### src/design/crc16gc_pkg.sv
// crc16gc_pkg: shared types and constants for the crc16 generate/check block
// no dependencies; used by every module of the block
`timescale 1ns / 1ps

package crc16gc_pkg;

  localparam int unsigned OutCrcW = 16;
  localparam int unsigned PolyW = 16;
  localparam logic [PolyW-1:0] PolyReset = 16'h0411;

  // one input request as held in the input register
  typedef struct packed {
    logic data_bit;
    logic error_bit;
    logic last_data;
  } item_t;

  // one result request
  typedef struct packed {
    logic [OutCrcW-1:0] crc_value;
    logic               pass;
  } result_t;

  // handshake between core and output register
  typedef struct packed {
    logic fire;
    logic res_valid;
  } step_ctl_t;

endpackage

### src/design/crc16gc_in_stage.sv
// crc16gc_in_stage: input register of the crc16 block
// depends on crc16gc_pkg
`timescale 1ns / 1ps

module crc16gc_in_stage (
  input  logic                clk_i,
  input  logic                rst_ni,
  input  logic                in_valid_i,
  output logic                in_ready_o,
  input  crc16gc_pkg::item_t  item_i,
  input  logic                take_i,
  output logic                item_valid_o,
  output crc16gc_pkg::item_t  item_o
);

  logic               valid_q, valid_d;
  crc16gc_pkg::item_t item_q;

  assign in_ready_o = !valid_q || take_i;

  always_comb begin
    valid_d = valid_q;
    if (in_valid_i && in_ready_o) begin
      valid_d = 1'b1;
    end else if (take_i) begin
      valid_d = 1'b0;
    end
  end

  always_ff @(posedge clk_i or negedge rst_ni) begin
    if (!rst_ni) begin
      valid_q <= 1'b0;
    end else begin
      valid_q <= valid_d;
    end
  end

  always_ff @(posedge clk_i) begin
    if (in_valid_i && in_ready_o) begin
      item_q <= item_i;
    end
  end

  assign item_valid_o = valid_q;
  assign item_o = item_q;

endmodule

### src/design/crc16gc_core.sv
// crc16gc_core: sender and receiver lfsr steps, trailer counter, polynomial register
// depends on crc16gc_pkg
`timescale 1ns / 1ps

module crc16gc_core #(
  parameter int unsigned CRC_WIDTH = 16
) (
  input  logic                          clk_i,
  input  logic                          rst_ni,
  input  logic                          cfg_we_i,
  input  logic [crc16gc_pkg::PolyW-1:0] cfg_poly_low_i,
  input  logic                          item_valid_i,
  input  crc16gc_pkg::item_t            item_i,
  input  logic                          out_free_i,
  output crc16gc_pkg::step_ctl_t        ctl_o,
  output crc16gc_pkg::result_t          result_o
);

  localparam int unsigned CW = (CRC_WIDTH < 8) ? 8 : ((CRC_WIDTH > 32) ? 32 : CRC_WIDTH);
  localparam int unsigned CntW = $clog2(CW);
  localparam logic [CntW-1:0] CntLast = CntW'(CW - 1);

  logic [crc16gc_pkg::PolyW-1:0] poly_q;
  logic [CW-1:0] send_rem_q, send_rem_d;
  logic [CW-1:0] recv_rem_q, recv_rem_d;
  logic [CW-1:0] crc_hold_q, crc_hold_d;
  logic          in_trailer_q, in_trailer_d;
  logic [CntW-1:0] count_q, count_d;

  logic [31:0]   poly_ext;
  logic [CW-1:0] poly_w;
  logic [31:0]   crc_ext;
  logic [CntW-1:0] pos;
  logic          fire;
  logic          rbit;
  logic          send_top;
  logic [CW-1:0] send_next;
  logic [CW-1:0] recv_next;
  logic          res_valid;

  assign poly_ext = 32'(poly_q);
  assign poly_w   = poly_ext[CW-1:0];
  assign crc_ext  = 32'(crc_hold_q);
  assign pos      = CntLast - count_q;
  assign fire     = item_valid_i && out_free_i;

  always_comb begin
    // receiver bit: message bit or stored crc bit, with error applied
    if (in_trailer_q) begin
      rbit = crc_hold_q[pos] ^ item_i.error_bit;
    end else begin
      rbit = item_i.data_bit ^ item_i.error_bit;
    end
    send_top  = send_rem_q[CW-1] ^ item_i.data_bit;
    send_next = {send_rem_q[CW-2:0], 1'b0} ^ (send_top ? poly_w : '0);
    recv_next = {recv_rem_q[CW-2:0], rbit} ^ (recv_rem_q[CW-1] ? poly_w : '0);
  end

  always_comb begin
    send_rem_d   = send_rem_q;
    recv_rem_d   = recv_rem_q;
    crc_hold_d   = crc_hold_q;
    in_trailer_d = in_trailer_q;
    count_d      = count_q;
    res_valid    = 1'b0;
    if (fire) begin
      recv_rem_d = recv_next;
      if (!in_trailer_q) begin
        send_rem_d = send_next;
        if (item_i.last_data) begin
          crc_hold_d   = send_next;
          send_rem_d   = '0;
          in_trailer_d = 1'b1;
          count_d      = '0;
        end
      end else if (count_q == CntLast) begin
        res_valid    = 1'b1;
        recv_rem_d   = '0;
        in_trailer_d = 1'b0;
        count_d      = '0;
      end else begin
        count_d = count_q + 1'b1;
      end
    end
  end

  always_ff @(posedge clk_i or negedge rst_ni) begin
    if (!rst_ni) begin
      poly_q       <= crc16gc_pkg::PolyReset;
      send_rem_q   <= '0;
      recv_rem_q   <= '0;
      crc_hold_q   <= '0;
      in_trailer_q <= 1'b0;
      count_q      <= '0;
    end else begin
      if (cfg_we_i) begin
        poly_q <= cfg_poly_low_i;
      end
      send_rem_q   <= send_rem_d;
      recv_rem_q   <= recv_rem_d;
      crc_hold_q   <= crc_hold_d;
      in_trailer_q <= in_trailer_d;
      count_q      <= count_d;
    end
  end

  assign ctl_o.fire         = fire;
  assign ctl_o.res_valid    = res_valid;
  assign result_o.crc_value = crc_ext[crc16gc_pkg::OutCrcW-1:0];
  assign result_o.pass      = (recv_next == '0);

`ifndef SYNTH
  a_count_only_in_trailer: assert property (@(posedge clk_i) disable iff (!rst_ni)
    (count_q != '0) |-> in_trailer_q)
    else $error("trailer count nonzero outside trailer");

  a_send_clear_in_trailer: assert property (@(posedge clk_i) disable iff (!rst_ni)
    in_trailer_q |-> (send_rem_q == '0))
    else $error("sender remainder not cleared in trailer");

  a_result_in_trailer: assert property (@(posedge clk_i) disable iff (!rst_ni)
    res_valid |-> (in_trailer_q && fire && count_q == CntLast))
    else $error("result outside final trailer request");

  a_result_restarts: assert property (@(posedge clk_i) disable iff (!rst_ni)
    res_valid |=> (!in_trailer_q && count_q == '0 && recv_rem_q == '0))
    else $error("state not returned to start after result");

  a_last_enters_trailer: assert property (@(posedge clk_i) disable iff (!rst_ni)
    (fire && !in_trailer_q && item_i.last_data) |=> (in_trailer_q && count_q == '0))
    else $error("last data bit did not start trailer");
`endif

endmodule

### src/design/crc16gc_out_stage.sv
// crc16gc_out_stage: result register with valid/ready handshake
// depends on crc16gc_pkg
`timescale 1ns / 1ps

module crc16gc_out_stage (
  input  logic                   clk_i,
  input  logic                   rst_ni,
  input  crc16gc_pkg::step_ctl_t ctl_i,
  input  crc16gc_pkg::result_t   result_i,
  output logic                   free_o,
  output logic                   out_valid_o,
  input  logic                   out_ready_i,
  output crc16gc_pkg::result_t   result_o
);

  logic                 valid_q, valid_d;
  crc16gc_pkg::result_t result_q;
  logic                 load;

  assign free_o = !valid_q || out_ready_i;
  assign load   = ctl_i.fire && ctl_i.res_valid;

  always_comb begin
    valid_d = valid_q;
    if (load) begin
      valid_d = 1'b1;
    end else if (out_ready_i) begin
      valid_d = 1'b0;
    end
  end

  always_ff @(posedge clk_i or negedge rst_ni) begin
    if (!rst_ni) begin
      valid_q <= 1'b0;
    end else begin
      valid_q <= valid_d;
    end
  end

  always_ff @(posedge clk_i) begin
    if (load) begin
      result_q <= result_i;
    end
  end

  assign out_valid_o = valid_q;
  assign result_o    = result_q;

endmodule

### src/design/crc16_generate_and_check.sv
// crc16_generate_and_check: bit-serial crc sender and receiver with error injection
// depends on crc16gc_pkg, crc16gc_in_stage, crc16gc_core, crc16gc_out_stage
//
//   channel  direction  signals
//   in       input      in_valid_i / in_ready_o, data_bit_i, error_bit_i, last_data_i
//   out      output     out_valid_o / out_ready_i, crc_value_o, pass_o
//   cfg      input      cfg_valid_i / cfg_ready_o, cfg_poly_low_i
//
// one request per cycle while the output register is free; a request waits in the
// input register until the lfsr step takes it, and its result, if any, is shown in
// the next cycle; the rate is set by the sender and receiver lfsr step
// reset clears the remainders, trailer state and sets the polynomial to 0x0411
// a stalled result holds the lfsr step; the input register still takes one request
`timescale 1ns / 1ps

module crc16_generate_and_check #(
  parameter int unsigned CRC_WIDTH = 16
) (
  input  logic                                clk_i,
  input  logic                                rst_ni,
  input  logic                                in_valid_i,
  output logic                                in_ready_o,
  input  logic                                data_bit_i,
  input  logic                                error_bit_i,
  input  logic                                last_data_i,
  output logic                                out_valid_o,
  input  logic                                out_ready_i,
  output logic [crc16gc_pkg::OutCrcW-1:0]     crc_value_o,
  output logic                                pass_o,
  input  logic                                cfg_valid_i,
  output logic                                cfg_ready_o,
  input  logic [crc16gc_pkg::PolyW-1:0]       cfg_poly_low_i
);

  crc16gc_pkg::item_t     in_item;
  crc16gc_pkg::item_t     held_item;
  logic                   held_valid;
  crc16gc_pkg::step_ctl_t ctl;
  crc16gc_pkg::result_t   core_result;
  crc16gc_pkg::result_t   out_result;
  logic                   out_free;

  assign in_item.data_bit  = data_bit_i;
  assign in_item.error_bit = error_bit_i;
  assign in_item.last_data = last_data_i;
  assign cfg_ready_o       = 1'b1;

  crc16gc_in_stage u_in_stage (
    .clk_i        (clk_i),
    .rst_ni       (rst_ni),
    .in_valid_i   (in_valid_i),
    .in_ready_o   (in_ready_o),
    .item_i       (in_item),
    .take_i       (ctl.fire),
    .item_valid_o (held_valid),
    .item_o       (held_item)
  );

  crc16gc_core #(
    .CRC_WIDTH (CRC_WIDTH)
  ) u_core (
    .clk_i          (clk_i),
    .rst_ni         (rst_ni),
    .cfg_we_i       (cfg_valid_i && cfg_ready_o),
    .cfg_poly_low_i (cfg_poly_low_i),
    .item_valid_i   (held_valid),
    .item_i         (held_item),
    .out_free_i     (out_free),
    .ctl_o          (ctl),
    .result_o       (core_result)
  );

  crc16gc_out_stage u_out_stage (
    .clk_i       (clk_i),
    .rst_ni      (rst_ni),
    .ctl_i       (ctl),
    .result_i    (core_result),
    .free_o      (out_free),
    .out_valid_o (out_valid_o),
    .out_ready_i (out_ready_i),
    .result_o    (out_result)
  );

  assign crc_value_o = out_result.crc_value;
  assign pass_o      = out_result.pass;

endmodule

### config.mk
export PLATFORM = sky130hd
export DESIGN_NAME = crc16_generate_and_check
export DESIGN_NICKNAME = d
export VERILOG_FILES = /design/src/design/crc16gc_pkg.sv /design/src/design/crc16gc_in_stage.sv /design/src/design/crc16gc_core.sv /design/src/design/crc16gc_out_stage.sv /design/src/design/crc16_generate_and_check.sv
export SDC_FILE = /design/constraint.sdc
export NUM_CORES = 1
export LEC_CHECK = 0
export ABC_CLOCK_PERIOD_IN_PS = 2150
export BUFFER_PORTS_ARGS = -buffer_cell sky130_fd_sc_hd__buf_4
export CAP_MARGIN = 25
export CORE_MARGIN = 5
export CORE_UTILIZATION = 33
export CTS_CLUSTER_SIZE = 28
export DETAILED_ROUTE_END_ITERATION = 8
export GPL_TIMING_DRIVEN = 0
export MAX_ROUTING_LAYER = met4
export PLACE_DENSITY_LB_ADDON = 0.3
export SKIP_CTS_REPAIR_TIMING = 1
export SYNTH_ARGS = -nofsm -noshare
export SYNTH_HDL_FRONTEND = slang
export SYNTH_HIERARCHICAL = 1
export SYNTH_SLANG_ARGS = --single-unit
### constraint.sdc
create_clock -name clk_i -period 2.15 [get_ports clk_i]
set_clock_uncertainty 0.1 [all_clocks]
set_input_delay 0 -clock clk_i [delete_from_list [all_inputs] [get_ports clk_i]]
set_output_delay 0 -clock clk_i [all_outputs]
set_load 0.03 [all_outputs]
==> results.md <==
- Area of the multi-input gates: 1763 um2
- First-pass GRT wire length: 15,030 um
- Cell Area, Synth: 4282 um2
- Power, Total: 6.526 mW
- CTS H-tree depth: 3
- Seq pwr share: 42.7%
- Crit Path Class: flip-flop to flip-flop
- Antenna-violating nets left: 0
- Vias per Instance: 4.749
- Total track usage: 13.08%
- Die area: about 15,000 um2
- Grt total ovfl: 0
- Switching fraction of total power: 34.96%
- Clk root buf: clkbuf_16
- Std-Cell Rows: between 40 and 50
- Number of global-route vias before repair: 2,980
- Synthesis Warnings: 6
- CP startpoint: u_core/recv_rem_q[15]
- Final Slew Violations: 0
- Hold_ws: roughly 0.047 ns
- Share of cells above drive strength 1: 20.71%
- Slew margin rel.: roughly two fifths
- Finished Layout Cells: 650
- Crit path time final: 1.997 ns
- Top cells by area, synth: dfrtp_1 (40%), edfxtp_1 (14%), nand2_1 (7.8%)
- Wirelength, routed: between 9000 and 10,000 um
- Drt pass-1 iters: 5
- Core area: 12,670 um2
- Fin nets: 498
- Die width: 123.9 um
- Max frequency: 0.5007 GHz
- WL per Instance: around 14 um
- Clk slew on worst S/H paths: 0.06 ns
- Most frequent cells in the layout: nand2_1 (89), dfrtp_1 (68), o21ai_0 (50)
- Period utilization: just over 90%
- Crit path required time: 2.22 ns
- Iteration-0 DRC Markers: around 170
- Min-Delay Path Class: input port to flip-flop
- Worst vdd ir: roughly 670 uV
- Bufs on Longest Clock Path: 2
- Syn Area/Cell: 10.76 um2
- Number of remaining DRC errors: 0
- P per Cell Area: 1216 nW/um2
- Die H: 123.9 um
- Clock tree sinks: 91
- Storage element area: around 2400 um2
- P_leak: 2.249 nW
- Synth unique cells: 50
- Ys async rst share: 78.02%
- Dpl hpwl: 6622 um
- Seq cells post-synth: 91
- DR vias: just over 3k
- Layout fillers: about 1.2k
- Final setup TNS: 0 ns
- Final hold vios: 0
- Worst Hold Launch: cfg_valid_i
- CP arrival: between 2 and 2.5 ns
- Most common flop cell mapped by yosys: dfrtp_1
- Pin count of the biggest net entering global routing: 72
- Register area share after synthesis: 55.61%
- Worst slew pin tran: 0.9081 ns
- Setup slack at placement: -0.02941 ns
- Post-synth EDFFs: 20
- Worst setup EP type: flip-flop
- Clock Power Share: 25.6%
- Setup ws final: 0.1528 ns
- Initial Util: between 30% and 40%
- Net Sw Power: between 2 and 2.5 mW
- Clk Latency, worst-skew pair: around 0.34 ns
- Initial antenna violation count: 0
- Antenna cells: 0
- # setup viols final: 0
- TritonCTS clock tree: done
- Post-Syn Instances: 398
- Yosys top cell by area: dfrtp_1
- Final Util: 42.36%
- Total CTS buffers: 9
- Status: finished, final reports clean
- RSZ-0062 raised after global routing: false
- IO Port Bufs: 41
- Largest fanout on the critical path: 10
- I/O Pins: 44
- Final Cell Area: 5368 um2
- Placed standard-cell area: 4805 um2
- Most common cell after layout, fill and taps aside: nand2_1
- Startpoint types: flip-flop
- Reg-to-reg startpoint: u_core/recv_rem_q[15]
- Max Cap Viol: 0
- Final GP Congestion: 0.8038
- Combinational power share: roughly a third
- Total nets after synthesis: 423
- Post-placement cell count: between 600 and 700
- Pint: 4.245 mW
- Synth top area share: between 30 and 40%
- Synthesis-to-layout area growth: 25.37%
==> synthesized netlist by cell type, types with 2 or more instances <==
cell	n
nand4b_1	7
mux2i_1	2
xor2_1	33
clkbuf_1	12
mux4_2	2
dfrtp_1	68
nor3_1	8
buf_2	2
nand2_1	89
edfxtp_1	20
o21ai_0	50
dfstp_2	3
o22ai_1	9
nor2_1	5
mux2_2	19
nand3_1	11
a22o_1	2
inv_1	3
a21o_1	3
nand2b_1	3
a32o_1	2
buf_4	4
o21a_1	5
buf_6	2
xnor2_1	5
a21oi_1	4
nand2b_4	2
==> state kept, by name, indices dropped and copies added, names as in the netlist <==
register,count
u_core/count_q,4
u_core/crc_hold_q,16
u_core/in_trailer_q,1
u_core/poly_q,16
u_core/recv_rem_q,16
u_core/send_rem_q,16
u_in_stage/item_o,3
u_in_stage/item_valid_o,1
u_out_stage/out_valid_o,1
u_out_stage/result_o,17
==> area by class of cell <==
type / instances / area share, %
clock buffers: 10 / 4.266
well taps: 172 / 4.009
plain buffers: 22 / 2.378
flip-flops and latches: 91 / 44.36
inverters: 3 / 0.2797
multi-input cells: 282 / 32.84
clock inverters: 6 / 1.655
repair buffers: 64 / 10.21
==> kinds of logic (layout without fill, tap and decap cells) <==
logic type	Yosys count	in the layout	share of synthesized area [%]
XOR/XNOR	38	38	7.773
other	1	1	0.08758
AND/OR/NAND/NOR	137	137	15.26
multiplexers	23	23	6.517
flip-flops	91	91	55.61
AO/OA/AOI/OAI	82	82	11.25
buffers and inverters	25	105	3.214
adder cells (fa/ha/maj)	1	1	0.2922
==> layer usage <==
| layer | track usage, % | wire [um] | vias up |
|---|---|---|---|
| met5 | - | 0 | - |
| met1 | 17.36 | 4425 | 1479 |
| li1 | - | - | 1531 |
| met3 | 2.816 | 404 | 10 |
| met2 | 20.07 | 4293 | 67 |
| met4 | 4.312 | 129 | 0 |
==> critical path: stages, from the launching register on <==
cell and delay (ns):
dfrtp_1 0.36, buf_6 0.14, buf_8 0.14, nand4b_1 0.11
o22ai_1 0.19, o22ai_1 0.10, or4_4 0.52, a21oi_2 0.17
==> worst paths after layout <==
path | end | slack (ns) | depth (start not counted)
min in group asynchronous | u_core/poly_q[8] | 0.24 | 2
max | u_out_stage/result_o[0] | 0.15 | 7
min reg2reg | u_out_stage/result_o[3] | 0.38 | 0
max in group asynchronous | u_core/crc_hold_q[15] | 1.12 | 2
min | u_core/poly_q[1] | 0.05 | 2
max reg2reg | u_out_stage/result_o[0] | 0.15 | 7
==> power by group through the flow <==
stage	clock network [mW]	logic (mW)	registers (mW)
after floorplan	0	1.53	2.71
after global placement	0	1.99	2.79
after detailed placement	0	2.03	2.82
after CTS	1.72	2.05	2.79
after global routing	1.78	2.34	2.87
final	1.67	2.07	2.79
No activity file was read; power rests on OpenSTA's default activity.
